==> src/rtl/core/stramp_pkg.sv <==
// Shared types, widths and codes for the trapezoidal step-rate generator.
package stramp_pkg;

  localparam int RATE_W   = 17;
  localparam int ACC_W    = 20;
  localparam int CNT_W    = 32;
  localparam int IVL_W    = 20;
  localparam int MUL_AW   = 32;
  localparam int MUL_BW   = 20;
  localparam int MUL_PW   = MUL_AW + MUL_BW;
  localparam int SQ_W     = 54;
  localparam int ROOT_W   = SQ_W / 2;
  localparam int DIV_NW   = 34;
  localparam int DIV_DW   = ACC_W + 1;
  localparam int CFG_IDX_W = 3;
  localparam int CFG_DAT_W = 20;
  localparam int TIMER_CLOCK_HZ_DEF = 1000000;

  localparam logic [IVL_W-1:0] IVL_MAX = {IVL_W{1'b1}};

  localparam logic [1:0] MODE_TICK   = 2'd0;
  localparam logic [1:0] MODE_START  = 2'd1;
  localparam logic [1:0] MODE_STOP   = 2'd2;
  localparam logic [1:0] MODE_SETPOS = 2'd3;

  localparam logic [CFG_IDX_W-1:0] CFG_MIN_SPEED   = 3'd0;
  localparam logic [CFG_IDX_W-1:0] CFG_SPEED_LIMIT = 3'd1;
  localparam logic [CFG_IDX_W-1:0] CFG_DEF_ACCEL   = 3'd2;
  localparam logic [CFG_IDX_W-1:0] CFG_MOVE_MAX    = 3'd3;
  localparam logic [CFG_IDX_W-1:0] CFG_MOVE_ACCEL  = 3'd4;

  typedef enum logic [1:0] {
    PH_IDLE   = 2'd0,
    PH_ACCEL  = 2'd1,
    PH_CRUISE = 2'd2,
    PH_DECEL  = 2'd3
  } phase_t;

  typedef enum logic [4:0] {
    OP_NONE, OP_LOAD, OP_START_INIT, OP_MUL_CRUISE, OP_START_DP,
    OP_MUL_CUR, OP_STOP_APPLY, OP_HALT, OP_SETPOS, OP_TICK_BASE,
    OP_MUL_MIN, OP_MUL_ACNT, OP_SUM, OP_ACCEL_APPLY, OP_CRUISE_APPLY,
    OP_MUL_ENTRY, OP_MUL_AN, OP_DIFF, OP_DECEL_MIN, OP_DECEL_APPLY,
    OP_SET_IVL
  } dp_op_t;

  typedef struct packed {
    dp_op_t op;
    logic   sqrt_start;
    logic   div_start;
    logic   div_ivl;
    logic   out_load;
  } dp_cmd_t;

  typedef struct packed {
    logic [1:0] mode;
    phase_t     phase;
    logic       steps_nz;
    logic       stop_ramp;
    logic       tick_end;
    logic       red_ge;
    logic       out_free;
    logic       div_done;
    logic       sqrt_done;
  } dp_stat_t;

endpackage

==> src/rtl/core/stepper_trapezoid_ramp_unit.sv <==
// Top level of the trapezoidal step-rate generator for one stepper motor.
//
// Usage:
//   in_*  : command items. in_tuser = mode (tick, start, stop, set position),
//           in_tdata = move_steps (low word) and position_value (high word).
//   out_* : one result item per command item, in order.
//   cfg_* : register writes (min speed, speed limit, default accel, move max
//           speed, move accel), always ready; write only while idle.
// Results are registered once the controller finishes an item; the next item
// can be taken in the cycle after. Set position, ignored commands, idle ticks,
// halting stops and the final tick of a move need no arithmetic; a stop with
// ramp-down uses the v^2/2a divide; a start uses it and the TIMER_CLOCK_HZ/rate
// divide; cruise and decel-at-min-speed ticks use the rate divide; accel or decel
// ticks use the square root and the rate divide, both iterative units.
// The output register holds a finished result while a new item is taken, so
// a stalled receiver only blocks once a second result is ready.
// Reset (rst_n low, synchronous): motor idle, position and counts zero,
// registers at their documented defaults, output channel empty.
// A stalled result holds its data until out_tready.
module stepper_trapezoid_ramp_unit import stramp_pkg::*; #(
  parameter int TIMER_CLOCK_HZ = TIMER_CLOCK_HZ_DEF
) (
  input  logic                 clk,
  input  logic                 rst_n,
  input  logic                 in_tvalid,
  output logic                 in_tready,
  input  logic [63:0]          in_tdata,   // [31:0] move_steps, [63:32] position_value
  input  logic [1:0]           in_tuser,   // [1:0] mode
  output logic                 out_tvalid,
  input  logic                 out_tready,
  // [0] step_pulse, [1] direction, [33:2] position, [53:34] interval_ticks,
  // [54] load_interval, [55] running, [56] start_accepted, [57] done_event,
  // [58] done_completed, [63:59] zero
  output logic [63:0]          out_tdata,
  input  logic                 cfg_valid,
  output logic                 cfg_ready,
  input  logic [CFG_IDX_W-1:0] cfg_index,
  input  logic [CFG_DAT_W-1:0] cfg_data
);
  dp_cmd_t  cmd;
  dp_stat_t st;

  assign cfg_ready = 1'b1;

  stramp_ctrl u_ctrl (
    .clk(clk), .rst_n(rst_n),
    .in_valid(in_tvalid), .in_ready(in_tready),
    .st(st), .cmd(cmd)
  );

  stramp_dp #(.TIMER_CLOCK_HZ(TIMER_CLOCK_HZ)) u_dp (
    .clk(clk), .rst_n(rst_n), .cmd(cmd), .st(st),
    .in_mode(in_tuser), .in_data(in_tdata),
    .cfg_we(cfg_valid & cfg_ready), .cfg_idx(cfg_index), .cfg_dat(cfg_data),
    .out_ready(out_tready), .out_valid(out_tvalid), .out_data(out_tdata)
  );
endmodule

==> src/rtl/core/stramp_div.sv <==
// Restoring divider, one quotient bit per cycle.
module stramp_div import stramp_pkg::*; #(
  parameter int NW = DIV_NW,
  parameter int DW = DIV_DW
) (
  input  logic          clk,
  input  logic          rst_n,
  input  logic          start,
  input  logic [NW-1:0] num,
  input  logic [DW-1:0] den,
  output logic [NW-1:0] quot,
  output logic          done
);
  localparam int CW = $clog2(NW + 1);

  logic [NW-1:0] q_r;
  logic [DW-1:0] rem_r, den_r;
  logic [CW-1:0] cnt_r;
  logic          busy_r, done_r;
  logic [DW:0]   trial, diff;
  logic          ge;

  assign trial = {rem_r, q_r[NW-1]};
  assign ge    = trial >= {1'b0, den_r};
  assign diff  = trial - {1'b0, den_r};

  always_ff @(posedge clk) begin
    if (!rst_n) begin
      busy_r <= 1'b0;
      done_r <= 1'b0;
      cnt_r  <= '0;
    end else begin
      done_r <= 1'b0;
      if (start) begin
        busy_r <= 1'b1;
        cnt_r  <= CW'(NW);
      end else if (busy_r) begin
        cnt_r <= cnt_r - 1'b1;
        if (cnt_r == CW'(1)) begin
          busy_r <= 1'b0;
          done_r <= 1'b1;
        end
      end
    end
  end

  always_ff @(posedge clk) begin
    if (start) begin
      q_r   <= num;
      rem_r <= '0;
      den_r <= den;
    end else if (busy_r) begin
      q_r   <= {q_r[NW-2:0], ge};
      rem_r <= ge ? diff[DW-1:0] : trial[DW-1:0];
    end
  end

  assign quot = q_r;
  assign done = done_r;
endmodule

==> src/rtl/core/stramp_isqrt.sv <==
// Digit-by-digit integer square root, one root bit per cycle.
module stramp_isqrt import stramp_pkg::*; #(
  parameter int RW = SQ_W
) (
  input  logic            clk,
  input  logic            rst_n,
  input  logic            start,
  input  logic [RW-1:0]   rad,
  output logic [RW/2-1:0] root,
  output logic            done
);
  localparam int TW   = RW / 2;
  localparam int REMW = TW + 2;
  localparam int CW   = $clog2(TW + 1);

  logic [RW-1:0]   x_r;
  logic [TW-1:0]   root_r;
  logic [REMW-1:0] rem_r;
  logic [CW-1:0]   cnt_r;
  logic            busy_r, done_r;
  logic [REMW+1:0] trial, sub, diff;
  logic            ge;

  assign trial = {rem_r, x_r[RW-1:RW-2]};
  assign sub   = {{(REMW - TW){1'b0}}, root_r, 2'b01};
  assign ge    = trial >= sub;
  assign diff  = trial - sub;

  always_ff @(posedge clk) begin
    if (!rst_n) begin
      busy_r <= 1'b0;
      done_r <= 1'b0;
      cnt_r  <= '0;
    end else begin
      done_r <= 1'b0;
      if (start) begin
        busy_r <= 1'b1;
        cnt_r  <= CW'(TW);
      end else if (busy_r) begin
        cnt_r <= cnt_r - 1'b1;
        if (cnt_r == CW'(1)) begin
          busy_r <= 1'b0;
          done_r <= 1'b1;
        end
      end
    end
  end

  always_ff @(posedge clk) begin
    if (start) begin
      x_r    <= rad;
      rem_r  <= '0;
      root_r <= '0;
    end else if (busy_r) begin
      x_r    <= {x_r[RW-3:0], 2'b00};
      rem_r  <= ge ? diff[REMW-1:0] : trial[REMW-1:0];
      root_r <= {root_r[TW-2:0], ge};
    end
  end

  assign root = root_r;
  assign done = done_r;
endmodule

==> src/rtl/core/stramp_dp.sv <==
// Datapath: motion state, config registers, shared multiplier, root and divide units.
module stramp_dp import stramp_pkg::*; #(
  parameter int TIMER_CLOCK_HZ = TIMER_CLOCK_HZ_DEF
) (
  input  logic                 clk,
  input  logic                 rst_n,
  input  dp_cmd_t              cmd,
  output dp_stat_t             st,
  input  logic [1:0]           in_mode,
  input  logic [63:0]          in_data,
  input  logic                 cfg_we,
  input  logic [CFG_IDX_W-1:0] cfg_idx,
  input  logic [CFG_DAT_W-1:0] cfg_dat,
  input  logic                 out_ready,
  output logic                 out_valid,
  output logic [63:0]          out_data
);
  localparam logic [DIV_NW-1:0] CLK_NUM = DIV_NW'(TIMER_CLOCK_HZ);

  // config
  logic [RATE_W-1:0] min_r, limit_r, mmax_r;
  logic [ACC_W-1:0]  dacc_r, macc_r;
  // motion state
  logic [CNT_W-1:0]  pos_r, remain_r, taken_r, ramp_cnt_r, dpoint_r;
  logic [RATE_W-1:0] cur_r, entry_r, cruise_r;
  logic [ACC_W-1:0]  accel_r;
  logic              fwd_r;
  phase_t            phase_r;
  // item and result flags
  logic [1:0]        mode_r;
  logic [CNT_W-1:0]  steps_r, newpos_r;
  logic              pulse_r, load_r, acc_ok_r, done_r, compl_r;
  logic [IVL_W-1:0]  ivl_r;
  // arithmetic
  logic [SQ_W-1:0]   acc_r;
  logic [MUL_PW-1:0] prod_r;
  logic              ovalid_r;
  logic [63:0]       odata_r;

  logic [MUL_AW-1:0] mul_a;
  logic [MUL_BW-1:0] mul_b;
  logic [MUL_PW-1:0] mul_p;
  logic [SQ_W-1:0]   prod2;
  logic [CNT_W-1:0]  dec_n, mag;
  logic [RATE_W-1:0] clamp_lo, clamp_v, dec_t;
  logic [DIV_NW-1:0] div_num, div_q, dist_q;
  logic [DIV_DW-1:0] div_den;
  logic [ROOT_W-1:0] root;
  logic              div_done, sqrt_done, past_dp;

  assign prod2    = {1'b0, prod_r, 1'b0};
  assign dec_n    = (taken_r >= dpoint_r) ? taken_r - dpoint_r : '0;
  assign mag      = steps_r[CNT_W-1] ? (CNT_W'(0) - steps_r) : steps_r;
  assign clamp_lo = (mmax_r < min_r) ? min_r : mmax_r;
  assign clamp_v  = (clamp_lo > limit_r) ? limit_r : clamp_lo;
  assign past_dp  = taken_r >= dpoint_r;
  assign dist_q   = (accel_r == '0) ? '0 : div_q;
  assign dec_t    = (root < ROOT_W'(cur_r)) ? root[RATE_W-1:0] : cur_r;

  always_comb begin
    case (cmd.op)
      OP_MUL_CRUISE: begin mul_a = MUL_AW'(cruise_r); mul_b = MUL_BW'(cruise_r); end
      OP_MUL_CUR:    begin mul_a = MUL_AW'(cur_r);    mul_b = MUL_BW'(cur_r);    end
      OP_MUL_MIN:    begin mul_a = MUL_AW'(min_r);    mul_b = MUL_BW'(min_r);    end
      OP_MUL_ENTRY:  begin mul_a = MUL_AW'(entry_r);  mul_b = MUL_BW'(entry_r);  end
      OP_MUL_ACNT:   begin mul_a = ramp_cnt_r;        mul_b = accel_r;           end
      OP_MUL_AN:     begin mul_a = dec_n;             mul_b = accel_r;           end
      default:       begin mul_a = '0;                mul_b = '0;                end
    endcase
  end
  assign mul_p = mul_a * mul_b;

  assign div_num = cmd.div_ivl ? CLK_NUM : acc_r[DIV_NW-1:0];
  assign div_den = cmd.div_ivl ? ((cur_r == '0) ? DIV_DW'(1) : DIV_DW'(cur_r))
                               : {accel_r, 1'b0};

  stramp_div #(.NW(DIV_NW), .DW(DIV_DW)) u_div (
    .clk(clk), .rst_n(rst_n), .start(cmd.div_start),
    .num(div_num), .den(div_den), .quot(div_q), .done(div_done)
  );

  stramp_isqrt #(.RW(SQ_W)) u_sqrt (
    .clk(clk), .rst_n(rst_n), .start(cmd.sqrt_start),
    .rad(acc_r), .root(root), .done(sqrt_done)
  );

  // config writes
  always_ff @(posedge clk) begin
    if (!rst_n) begin
      min_r   <= RATE_W'(100);
      limit_r <= RATE_W'(10000);
      dacc_r  <= ACC_W'(1000);
      mmax_r  <= RATE_W'(1000);
      macc_r  <= '0;
    end else if (cfg_we) begin
      case (cfg_idx)
        CFG_MIN_SPEED:   min_r   <= cfg_dat[RATE_W-1:0];
        CFG_SPEED_LIMIT: limit_r <= cfg_dat[RATE_W-1:0];
        CFG_DEF_ACCEL:   dacc_r  <= cfg_dat[ACC_W-1:0];
        CFG_MOVE_MAX:    mmax_r  <= cfg_dat[RATE_W-1:0];
        CFG_MOVE_ACCEL:  macc_r  <= cfg_dat[ACC_W-1:0];
        default: ;
      endcase
    end
  end

  // motion state
  always_ff @(posedge clk) begin
    if (!rst_n) begin
      pos_r <= '0; remain_r <= '0; taken_r <= '0; ramp_cnt_r <= '0; dpoint_r <= '0;
      cur_r <= '0; entry_r <= '0; cruise_r <= '0; accel_r <= '0;
      fwd_r <= 1'b0; phase_r <= PH_IDLE;
    end else begin
      case (cmd.op)
        OP_SETPOS: if (phase_r == PH_IDLE) pos_r <= newpos_r;
        OP_START_INIT: begin
          fwd_r      <= ~steps_r[CNT_W-1];
          remain_r   <= mag;
          taken_r    <= '0;
          cruise_r   <= clamp_v;
          accel_r    <= (macc_r != '0) ? macc_r : dacc_r;
          cur_r      <= min_r;
          ramp_cnt_r <= '0;
          phase_r    <= PH_ACCEL;
        end
        OP_START_DP: begin
          if ({dist_q, 1'b0} >= (DIV_NW + 1)'(remain_r)) dpoint_r <= remain_r >> 1;
          else dpoint_r <= remain_r - dist_q[CNT_W-1:0];
        end
        OP_STOP_APPLY: begin
          dpoint_r <= taken_r;
          remain_r <= (dist_q[DIV_NW-1:CNT_W] != '0) ? {CNT_W{1'b1}} : dist_q[CNT_W-1:0];
          entry_r  <= cur_r;
          phase_r  <= PH_DECEL;
        end
        OP_HALT: phase_r <= PH_IDLE;
        OP_TICK_BASE: begin
          pos_r   <= fwd_r ? pos_r + 1'b1 : pos_r - 1'b1;
          taken_r <= taken_r + 1'b1;
          if (remain_r <= CNT_W'(1)) begin
            remain_r <= '0;
            phase_r  <= PH_IDLE;
          end else begin
            remain_r <= remain_r - 1'b1;
            if (phase_r == PH_ACCEL) ramp_cnt_r <= ramp_cnt_r + 1'b1;
          end
        end
        OP_ACCEL_APPLY: begin
          if (root >= ROOT_W'(cruise_r)) begin
            cur_r   <= cruise_r;
            phase_r <= PH_CRUISE;
          end else begin
            cur_r <= root[RATE_W-1:0];
            if (past_dp) begin
              entry_r <= root[RATE_W-1:0];
              phase_r <= PH_DECEL;
            end
          end
        end
        OP_CRUISE_APPLY: if (past_dp) begin
          entry_r <= cur_r;
          phase_r <= PH_DECEL;
        end
        OP_DECEL_MIN:   cur_r <= min_r;
        OP_DECEL_APPLY: cur_r <= (dec_t < min_r) ? min_r : dec_t;
        default: ;
      endcase
    end
  end

  // item capture, result flags and scratch arithmetic
  always_ff @(posedge clk) begin
    case (cmd.op)
      OP_LOAD: begin
        mode_r   <= in_mode;
        steps_r  <= in_data[31:0];
        newpos_r <= in_data[63:32];
        pulse_r  <= 1'b0; load_r <= 1'b0; acc_ok_r <= 1'b0;
        done_r   <= 1'b0; compl_r <= 1'b0; ivl_r <= '0;
      end
      OP_START_INIT: begin acc_ok_r <= 1'b1; load_r <= 1'b1; end
      OP_HALT:       done_r <= 1'b1;
      OP_TICK_BASE: begin
        pulse_r <= 1'b1;
        if (remain_r <= CNT_W'(1)) begin
          done_r  <= 1'b1;
          compl_r <= 1'b1;
        end else begin
          load_r <= 1'b1;
        end
      end
      OP_MUL_CRUISE, OP_MUL_CUR, OP_MUL_MIN, OP_MUL_ENTRY: acc_r <= SQ_W'(mul_p);
      OP_MUL_ACNT, OP_MUL_AN: prod_r <= mul_p;
      OP_SUM:  acc_r <= acc_r + prod2;
      OP_DIFF: acc_r <= acc_r - prod2;
      OP_SET_IVL: begin
        if (div_q == '0) ivl_r <= IVL_W'(1);
        else if (div_q > DIV_NW'(IVL_MAX)) ivl_r <= IVL_MAX;
        else ivl_r <= div_q[IVL_W-1:0];
      end
      default: ;
    endcase
  end

  // output register
  always_ff @(posedge clk) begin
    if (!rst_n) begin
      ovalid_r <= 1'b0;
    end else if (cmd.out_load) begin
      ovalid_r <= 1'b1;
    end else if (out_ready) begin
      ovalid_r <= 1'b0;
    end
  end

  always_ff @(posedge clk) begin
    if (cmd.out_load) begin
      odata_r <= {5'b0, compl_r, done_r, acc_ok_r, (phase_r != PH_IDLE), load_r,
                  ivl_r, pos_r, fwd_r, pulse_r};
    end
  end

  assign out_valid = ovalid_r;
  assign out_data  = odata_r;

  assign st.mode      = mode_r;
  assign st.phase     = phase_r;
  assign st.steps_nz  = steps_r != '0;
  assign st.stop_ramp = (phase_r != PH_DECEL) && (cur_r > min_r);
  assign st.tick_end  = done_r;
  assign st.red_ge    = prod2 >= acc_r;
  assign st.out_free  = ~ovalid_r | out_ready;
  assign st.div_done  = div_done;
  assign st.sqrt_done = sqrt_done;
endmodule

==> src/rtl/core/stramp_ctrl.sv <==
// Controller: sequences datapath operations for each item.
module stramp_ctrl import stramp_pkg::*; (
  input  logic     clk,
  input  logic     rst_n,
  input  logic     in_valid,
  output logic     in_ready,
  input  dp_stat_t st,
  output dp_cmd_t  cmd
);
  typedef enum logic [18:0] {
    S_IDLE     = 19'h00001,
    S_DISPATCH = 19'h00002,
    S_ST_MUL   = 19'h00004,
    S_ST_DIV   = 19'h00008,
    S_ST_DP    = 19'h00010,
    S_SP_MUL   = 19'h00020,
    S_SP_DIV   = 19'h00040,
    S_SP_APPLY = 19'h00080,
    S_TK_BASE  = 19'h00100,
    S_AC_MUL2  = 19'h00200,
    S_AC_SUM   = 19'h00400,
    S_AC_SQRT  = 19'h00800,
    S_AC_APPLY = 19'h01000,
    S_DC_MUL2  = 19'h02000,
    S_DC_DIFF  = 19'h04000,
    S_DC_SQRT  = 19'h08000,
    S_DC_APPLY = 19'h10000,
    S_IVL      = 19'h20000,
    S_OUT      = 19'h40000
  } state_t;

  state_t state_r, state_nxt;
  logic   launched_r, launched_nxt;

  always_ff @(posedge clk) begin
    if (!rst_n) begin
      state_r    <= S_IDLE;
      launched_r <= 1'b0;
    end else begin
      state_r    <= state_nxt;
      launched_r <= launched_nxt;
    end
  end

  assign in_ready = state_r == S_IDLE;

  always_comb begin
    cmd          = '0;
    cmd.op       = OP_NONE;
    state_nxt    = state_r;
    launched_nxt = launched_r;
    case (state_r)
      S_IDLE: if (in_valid) begin
        cmd.op    = OP_LOAD;
        state_nxt = S_DISPATCH;
      end
      S_DISPATCH: begin
        state_nxt = S_OUT;
        case (st.mode)
          MODE_START: if (st.phase == PH_IDLE && st.steps_nz) begin
            cmd.op    = OP_START_INIT;
            state_nxt = S_ST_MUL;
          end
          MODE_STOP: if (st.phase != PH_IDLE) begin
            if (st.stop_ramp) state_nxt = S_SP_MUL;
            else cmd.op = OP_HALT;
          end
          MODE_SETPOS: cmd.op = OP_SETPOS;
          default: if (st.phase != PH_IDLE) begin
            cmd.op    = OP_TICK_BASE;
            state_nxt = S_TK_BASE;
          end
        endcase
      end
      S_ST_MUL: begin
        cmd.op    = OP_MUL_CRUISE;
        state_nxt = S_ST_DIV;
      end
      S_ST_DIV: if (!launched_r) begin
        cmd.div_start = 1'b1;
        launched_nxt  = 1'b1;
      end else if (st.div_done) begin
        launched_nxt = 1'b0;
        state_nxt    = S_ST_DP;
      end
      S_ST_DP: begin
        cmd.op    = OP_START_DP;
        state_nxt = S_IVL;
      end
      S_SP_MUL: begin
        cmd.op    = OP_MUL_CUR;
        state_nxt = S_SP_DIV;
      end
      S_SP_DIV: if (!launched_r) begin
        cmd.div_start = 1'b1;
        launched_nxt  = 1'b1;
      end else if (st.div_done) begin
        launched_nxt = 1'b0;
        state_nxt    = S_SP_APPLY;
      end
      S_SP_APPLY: begin
        cmd.op    = OP_STOP_APPLY;
        state_nxt = S_OUT;
      end
      S_TK_BASE: begin
        if (st.tick_end) begin
          state_nxt = S_OUT;
        end else begin
          case (st.phase)
            PH_ACCEL: begin
              cmd.op    = OP_MUL_MIN;
              state_nxt = S_AC_MUL2;
            end
            PH_CRUISE: begin
              cmd.op    = OP_CRUISE_APPLY;
              state_nxt = S_IVL;
            end
            default: begin
              cmd.op    = OP_MUL_ENTRY;
              state_nxt = S_DC_MUL2;
            end
          endcase
        end
      end
      S_AC_MUL2: begin
        cmd.op    = OP_MUL_ACNT;
        state_nxt = S_AC_SUM;
      end
      S_AC_SUM: begin
        cmd.op    = OP_SUM;
        state_nxt = S_AC_SQRT;
      end
      S_AC_SQRT: if (!launched_r) begin
        cmd.sqrt_start = 1'b1;
        launched_nxt   = 1'b1;
      end else if (st.sqrt_done) begin
        launched_nxt = 1'b0;
        state_nxt    = S_AC_APPLY;
      end
      S_AC_APPLY: begin
        cmd.op    = OP_ACCEL_APPLY;
        state_nxt = S_IVL;
      end
      S_DC_MUL2: begin
        cmd.op    = OP_MUL_AN;
        state_nxt = S_DC_DIFF;
      end
      S_DC_DIFF: begin
        if (st.red_ge) begin
          cmd.op    = OP_DECEL_MIN;
          state_nxt = S_IVL;
        end else begin
          cmd.op    = OP_DIFF;
          state_nxt = S_DC_SQRT;
        end
      end
      S_DC_SQRT: if (!launched_r) begin
        cmd.sqrt_start = 1'b1;
        launched_nxt   = 1'b1;
      end else if (st.sqrt_done) begin
        launched_nxt = 1'b0;
        state_nxt    = S_DC_APPLY;
      end
      S_DC_APPLY: begin
        cmd.op    = OP_DECEL_APPLY;
        state_nxt = S_IVL;
      end
      S_IVL: begin
        cmd.div_ivl = 1'b1;
        if (!launched_r) begin
          cmd.div_start = 1'b1;
          launched_nxt  = 1'b1;
        end else if (st.div_done) begin
          cmd.op       = OP_SET_IVL;
          launched_nxt = 1'b0;
          state_nxt    = S_OUT;
        end
      end
      S_OUT: if (st.out_free) begin
        cmd.out_load = 1'b1;
        state_nxt    = S_IDLE;
      end
      default: state_nxt = S_IDLE;
    endcase
  end
endmodule

==> config.mk <==
export PLATFORM = sky130hd
export DESIGN_NAME = stepper_trapezoid_ramp_unit
export DESIGN_NICKNAME = d
export VERILOG_FILES = /design/src/rtl/core/stramp_pkg.sv /design/src/rtl/core/stepper_trapezoid_ramp_unit.sv /design/src/rtl/core/stramp_div.sv /design/src/rtl/core/stramp_isqrt.sv /design/src/rtl/core/stramp_dp.sv /design/src/rtl/core/stramp_ctrl.sv
export SDC_FILE = /design/constraint.sdc
export NUM_CORES = 2
export LEC_CHECK = 0
export ABC_AREA = 1
export CAP_MARGIN = 20
export CORE_MARGIN = 4
export CORE_UTILIZATION = 40
export CTS_BUF_LIST = sky130_fd_sc_hd__clkbuf_8
export CTS_CLUSTER_SIZE = 20
export DETAILED_ROUTE_END_ITERATION = 16
export DONT_BUFFER_PORTS = 1
export HOLD_SLACK_MARGIN = 0.03
export MAX_ROUTING_LAYER = met4
export SYNTH_ARGS = -nofsm -noshare
export SYNTH_HDL_FRONTEND = slang
export SYNTH_SLANG_ARGS = --single-unit
==> constraint.sdc <==
create_clock -name clk -period 22.6 [get_ports clk]
set_input_delay 0 -clock clk [delete_from_list [all_inputs] [get_ports clk]]
set_output_delay 0 -clock clk [all_outputs]
set_load 0.02 [all_outputs]
Word level (Yosys, flattened, before mapping)
Index checks and enable logic that the tools add are counted.

Input port bits: 94. Register bits after elaboration: 803. Word-level logic and storage cells: 311.

Bitwise logic cells: 6. Add/sub/neg operators: 14. Magnitude comparators: 13. Multiplexer cells: 110. Reductions and logical operators: 51. Equality and inequality tests: 70. $mul: 1.

Operators by type and width (count): two-way mux 19 bit (17); case mux 19 bit (17 select lines) (1); two-way mux 32 bit (9); case mux 32 bit (2 select lines) (4); case mux 32 bit (6 select lines) (1); case mux 54 bit (3 select lines) (1); two-way mux 17 bit (9); two-way mux 34 bit (4); two-way mux 54 bit (2); case mux 17 bit (3 select lines) (2); case mux 20 bit (5 select lines) (1); adder 32 x 1 -> 32 bit, second input constant (3); case mux 32 bit (3 select lines) (1); case mux 5 bit (14 select lines) (1); subtractor 32 x 1 -> 32 bit, second input constant (2); subtractor 32 bit (2); two-way mux 20 bit (3); case mux 19 bit (3 select lines) (1); adder 54 x 53 -> 54 bit (1); >= comparator 53 x 54 -> 1 bit (1); subtractor 54 x 53 -> 54 bit (1); multiplier 32 x 20 -> 52 bit (1); two-way mux 21 bit (2); equality test 5 x 4 -> 1 bit, second input constant (8); other kinds (81) (187).

Depth between registers and ports, before layout
Word-level depth: 11. Mapped depth: 53.

Hierarchy
Synthesis repeated with hierarchy kept, for this count alone.

Cell total of the unflattened synthesis: 11398. Area total of the unflattened synthesis: 80586.0 µm².

Modules (own cells, without submodules): stramp_dp (cells each 9379, area each 66202.2 µm², sequential area each 14213.6 µm², instances 1); stramp_isqrt (cells each 1088, area each 7643.6 µm², sequential area each 2882.8 µm², instances 1); stramp_div (cells each 664, area each 5029.8 µm², sequential area each 2232.1 µm², instances 1); stramp_ctrl (cells each 265, area each 1699.1 µm², sequential area each 400.4 µm², instances 1); stepper_trapezoid_ramp_unit (cells each 2, area each 11.3 µm², sequential area each 0.0 µm², instances 1).

Least setup slack after synthesis
OpenSTA, ideal clock, no wires.

Path type: register -> register. From: register u_ctrl.state_r[14]. To: register u_dp.acc_r[28], data pin. Period minus slack after synthesis: 10.327 ns. Setup slack: 12.273 ns. Cell stages (with the launch flop): 46. Path buffers: 3. Arrival: 10.066 ns. Data required time: 22.339 ns. Library setup time: 0.261 ns. Path through: dfxtp_1 -> nor2_2 -> nand2_1 -> nor2_4 -> buf_6 -> nand3_2 -> nor2_4 -> nor2_1 -> nand4_1 -> nor2_1 -> nand2_4 -> nand3_4 -> nand2_1 -> inv_2 -> buf_2 -> nor2_1 -> nor2_2 -> inv_2 -> [10 not listed] -> fa_1 -> inv_1 -> fa_1 -> inv_1 -> fa_1 -> inv_1 -> ha_1 -> nand2_1 -> nor2_1 -> nand4_1 -> o211ai_1 -> a21oi_1 -> o21ai_0 -> a21oi_1 -> o21ai_0 -> xor2_1 -> nand2_1 -> nand3b_1.

Cells in the longest elaborated chain, start to end: 7. Elaborated cells between the ends (all ways): 29. Classes of those cells: mul: 1; eq/ne: 22; mux: 4; reduce/logical: 2.

Ends and longest elaborated chain: from (decl) (RTL line stramp_ctrl.sv:32) `state_t state_r, state_nxt;`; from (signal assigned) (RTL line stramp_ctrl.sv:40) `state_r <= state_nxt;`; equality test 19 x 18 -> 1 bit, or another cell as far along (RTL line stramp_ctrl.sv:52) `case (state_r)`; case mux 5 bit (14 select lines) * (RTL line stramp_ctrl.sv:52); equality test 5 x 4 -> 1 bit / equality test 5 bit (equally long branches) (RTL line stramp_dp.sv:61) `case (cmd.op)`; OR reduction 2 bit (no line); case mux 20 bit (5 select lines) (RTL line stramp_dp.sv:61); multiplier 32 x 20 -> 52 bit * (RTL line stramp_dp.sv:71) `assign mul_p = mul_a * mul_b;`; named net u_dp.mul_p[28] (RTL line stramp_dp.sv:42) `logic [MUL_PW-1:0] mul_p;`; case mux 54 bit (3 select lines) * (RTL line stramp_dp.sv:173) `case (cmd.op)`; to (signal assigned) (RTL line stramp_dp.sv:192) `OP_MUL_CRUISE, OP_MUL_CUR, OP_MUL_MIN, OP_MUL_ENTRY: acc_r <= SQ_W'(mul_p);`; to (signal assigned) (RTL line stramp_dp.sv:194) `OP_SUM: acc_r <= acc_r + prod2;`; to (signal assigned) (RTL line stramp_dp.sv:195) `OP_DIFF: acc_r <= acc_r - prod2;`; to (decl) (RTL line stramp_dp.sv:35) `logic [SQ_W-1:0] acc_r;`.

Mark *: on every way through the listed nets, which the timed path passes. The rest lies on a longest branch. A chain may end at the register's enable or synchronous reset.

Worst setup path after layout
From: register u_dp.acc_r[35]. To: register u_dp.acc_r[40], data pin.

Cells in the longest elaborated chain, start to end: 8. Elaborated cells between the ends (all ways): 19. Classes of those cells: add/sub: 2; mul: 1; order compare: 1; eq/ne: 8; mux: 5; reduce/logical: 2.

Ends and longest elaborated chain: >= comparator 53 x 54 -> 1 bit * (RTL line stramp_dp.sv:231) `assign st.red_ge = prod2 >= acc_r;`; two-way mux 2 bit * (RTL line stramp_ctrl.sv:149) `if (st.red_ge) begin`; case mux 5 bit (14 select lines) * (RTL line stramp_ctrl.sv:52); equality test 5 x 4 -> 1 bit / equality test 5 bit (equally long branches) (RTL line stramp_dp.sv:61); OR reduction 2 bit (no line); case mux 20 bit (5 select lines) (RTL line stramp_dp.sv:61); multiplier 32 x 20 -> 52 bit * (RTL line stramp_dp.sv:71); named net u_dp.mul_p[40] (RTL line stramp_dp.sv:42); case mux 54 bit (3 select lines) * (RTL line stramp_dp.sv:173).

Marked as above.

==> flow_metrics.py <==
metrics = {
    "synthesis": {
        "synth_commonest_cells": "1,896 x nand2_1, 1,724 x inv_1, 1,008 x nor2_1",
        "synth_top_area_share_pct": 14.7,
        "synthCells": 9897,
        "yosys_warnings": 0,
        "async_flop_share_pct": 0,
        "synth.avg_cell_area_sq_um": 7.54,
        "synth.most_common_cell": "nand2_1",
        "yosys.area.top_type": "edfxtp_1",
        "synth_area_leaders": "edfxtp_1 15%, fa_1 15%, dfxtp_1 12%, nand2_1 9.5%, ha_1 9.3%",
        "synth-edff-count": 365,
        "ys_ff_latch": 803,
        "netlist_area_sq_um": 74600,
        "synth_seq_area_share_pct": 26.4,
        "netlist-cell-type-count": 67,
        "synth_top_flop_cell": "dfxtp_1",
    },
    "detailed_routing": {
        "drt_iter0_markers": 6649,
        "wl_per_cell_um": 21.3,
        "vias": 68600,
        "drc": 0,
        "drt-pass1-iter-count": 6,
        "routed_wl_mm": 268,
        "vias_per_cell": 5.44,
        "antenna_left": 0,
    },
    "sta": {
        "rsz0062_at_grt": "no",
        "slew_viol_final": 0,
        "finalSetupTns_ns": 0,
        "tightest_slew_ns": 1.13,
        "hold_violations": 0,
        "final-setup-viol-count": 0,
        "fin_skew_ns": 0.0910,
        "fmax_mhz": 78.4,
        "min_period_over_period_pct": 56.5,
        "relSlewSlack_pct": 24.4,
        "finalCriticalPeriod_ns": 12.76,
    },
    "placed_design": {
        "port_buffers": 0,
        "dp_hpwl_mm": 207,
        "placed_cells": 12100,
        "gp_congestion": 0.991,
    },
    "cts": {
        "cts_tree": "yes",
        "cts_buffers": 151,
        "cts_sinks": 803,
        "post-cts-setup-buffer-count": 0,
        "clk_path_buf_depth": 3,
        "cts_hold_buf": 223,
        "cts_root_buf": "clkbuf_8",
        "cts-resized-gates": 0,
        "clk_pin_slew_ns": 0.07,
        "clock_latency_ns": 0.96,
        "htree_levels": 4,
    },
    "power": {
        "p_leak_nw": 38.6,
        "pwr-share-comb_pct": 32.9,
        "switchingPower_mw": 1.88,
        "pwr-share-seq_pct": 34.7,
        "pwr-share-clk_pct": 32.4,
        "p_int_mw": 2.91,
        "sw_frac_of_total_pct": 39.3,
        "vdd_drop_max_uv": 134,
        "powerDensity_nw_per_um2": 58.2,
    },
    "cells_and_area": {
        "final_cells": 12600,
        "area_growth_pct": 10.3,
        "final_nets": 11200,
        "drive_above_1_share_pct": 5.08,
        "n_fill_cell": 19000,
    },
    "worst_setup_path": {
        "crit_type": "reg -> reg",
        "r2r_start": "u_dp.acc_r[35]",
        "cpMostUsedCell": "inv_1",
        "cp-startpoint": "u_dp.acc_r[35]",
        "required_ns": 23.37,
        "cp_slowest_cell": "buf_4",
        "startpoint_type": "register",
        "end_kind": "register",
        "arrival_ns": 13.53,
        "path_max_fanout": 53,
        "cpPeakStageDelay_ns": 0.74,
    },
    "grt": {
        "grt_antenna_before_repair": 5,
        "grt_pass1_wl_mm": 409,
        "grt_start_max_net_pins": 216,
        "first_global_vias": 67800,
        "track_usage_pct": 28.1,
        "grt-ovfl-total": 0,
    },
    "run_status": {
        "status": "complete, no violations",
    },
    "die": {
        "floorplan.initialDensity_pct": 40.2,
        "io_pins": 161,
        "die-area_sq_um": 194000,
        "rows": 158,
        "fp.dieH_um": 440,
        "fp.dieW_um": 440,
        "coreArea_sq_um": 185000,
    },
    "hold_path": {
        "min_from": "cfg_valid",
        "hp-class": "in -> reg",
    },
    "flow_run": {
        "maxCapViolCount": 0,
    },
}
worst max-delay path: cells and delay by family, from the launching register on:
kind | cells | cell delay (ns)
compound gates | 5 | 1.66
buf+inv | 11 | 2.18
flops | 1 | 0.42
fa+ha+maj | 9 | 4.52
simple gates | 18 | 3.31
xor+xnor | 1 | 0.42
kinds of logic after synthesis:
kind of cell	after synthesis	synth area share, %
AOI/OAI and AO/OA	1941	14.8
adders and majority gates	1095	23.8
other	2	0.0101
xor gates and xnor gates	268	3.14
buffers and inverters	2133	11.2
DFF	803	26.4
and+or+nand+nor	3655	20.6
worst paths after layout:
path | end | slack (ns) | cells after the start
setup reg to reg | u_dp.acc_r[40] | 9.84 | 44
setup / recovery | u_dp.acc_r[40] | 9.84 | 44
hold / removal | u_dp.macc_r[18] | 0.11 | 4
hold reg to reg | u_dp.out_data[47] | 0.43 | 0
layout make-up:
| type | count | area, sq um | share of cell area [%] |
|---|---|---|---|
| Clock inverter | 104 | 900 | 1.09 |
| Sequential cell | 803 | 19700 | 24.0 |
| Timing Repair Buffer | 312 | 2970 | 3.61 |
| Tap cell | 2480 | 3100 | 3.77 |
| Inverter | 1783 | 6700 | 8.14 |
| Multi-Input combinational cell | 6965 | 46600 | 56.6 |
| Clock buffer | 168 | 2310 | 2.81 |
| Antenna cell | 2 | 5.00 | 0.00608 |
per-layer routing:
metal	part of all wire, %	global-route usage (%)
met1	45	38.0
met3	7.3	3.93
met5	0	-
met2	44	43.5
met4	3.7	9.05
registers in the layout, indices dropped and copies added, names as in the netlist, 21 cells and up:
name	flops
u_dp.u_sqrt.x_r	54
u_dp.dpoint_r	32
u_dp.u_sqrt.rem_r	29
u_dp.u_sqrt.root	27
u_dp.u_div.quot	34
u_dp.steps_r	32
u_dp.u_div.rem_r	21
u_dp.taken_r	32
u_dp.acc_r	54
u_dp.u_div.den_r	21
u_dp.prod_r	52
u_dp.pos_r	32
u_dp.out_data	59
u_dp.newpos_r	32
u_dp.remain_r	32
u_dp.ramp_cnt_r	32
cells in the final DEF (no fill, tap or decap), types with 15 or more instances in the layout:
| cell | n |
|---|---|
| nor4_1 | 44 |
| a22oi_1 | 15 |
| o2111ai_1 | 19 |
| a21boi_0 | 15 |
| o21a_1 | 38 |
| clkbuf_8 | 168 |
| or2_2 | 26 |
| nand3_1 | 293 |
| a21o_1 | 38 |
| edfxtp_1 | 365 |
| nand2_2 | 38 |
| xnor2_1 | 77 |
| clkinv_1 | 20 |
| nor2_1 | 1001 |
| dlygate4sd3_1 | 226 |
| inv_1 | 1775 |
| a221oi_1 | 20 |
| o221ai_1 | 45 |
| a31oi_1 | 85 |
| nor2_2 | 33 |
| nand3b_1 | 17 |
| a21oi_1 | 711 |
| a211oi_1 | 19 |
| nor3_1 | 126 |
| inv_2 | 45 |
| clkinv_2 | 15 |
| nand2_1 | 1895 |
| o22ai_1 | 78 |
| o211ai_1 | 90 |
| ha_1 | 553 |
| buf_4 | 79 |
| fa_1 | 542 |
| o21ai_0 | 674 |
| nor2_4 | 21 |
| xor2_1 | 191 |
| dfxtp_1 | 438 |
| o21bai_1 | 35 |
| nand4_1 | 108 |
stage by stage:
stage,util [%],hold WS [ns],area (sq um),total power [mW],worst slack [ns]
after floorplan,-,0.0989,74700,2.76,12.27
after global placement,41.4,0.0990,76700,3.18,10.57
after detailed placement,41.4,0.0989,76800,3.19,10.12
after CTS,44.3,0.0311,82200,4.80,10.05
after global routing,44.4,0.0881,82300,5.07,9.35
final,44.4,0.109,82300,4.80,9.84
power by group through the flow:
stage | clock network, mW | registers [mW] | logic [mW]
floorplan | 0 | 1.66 | 1.10
global placement | 0 | 1.69 | 1.49
detailed placement | 0 | 1.69 | 1.50
CTS | 1.59 | 1.66 | 1.54
global route | 1.65 | 1.67 | 1.75
finish | 1.55 | 1.67 | 1.58
No activity file was read; power rests on OpenSTA's default activity.
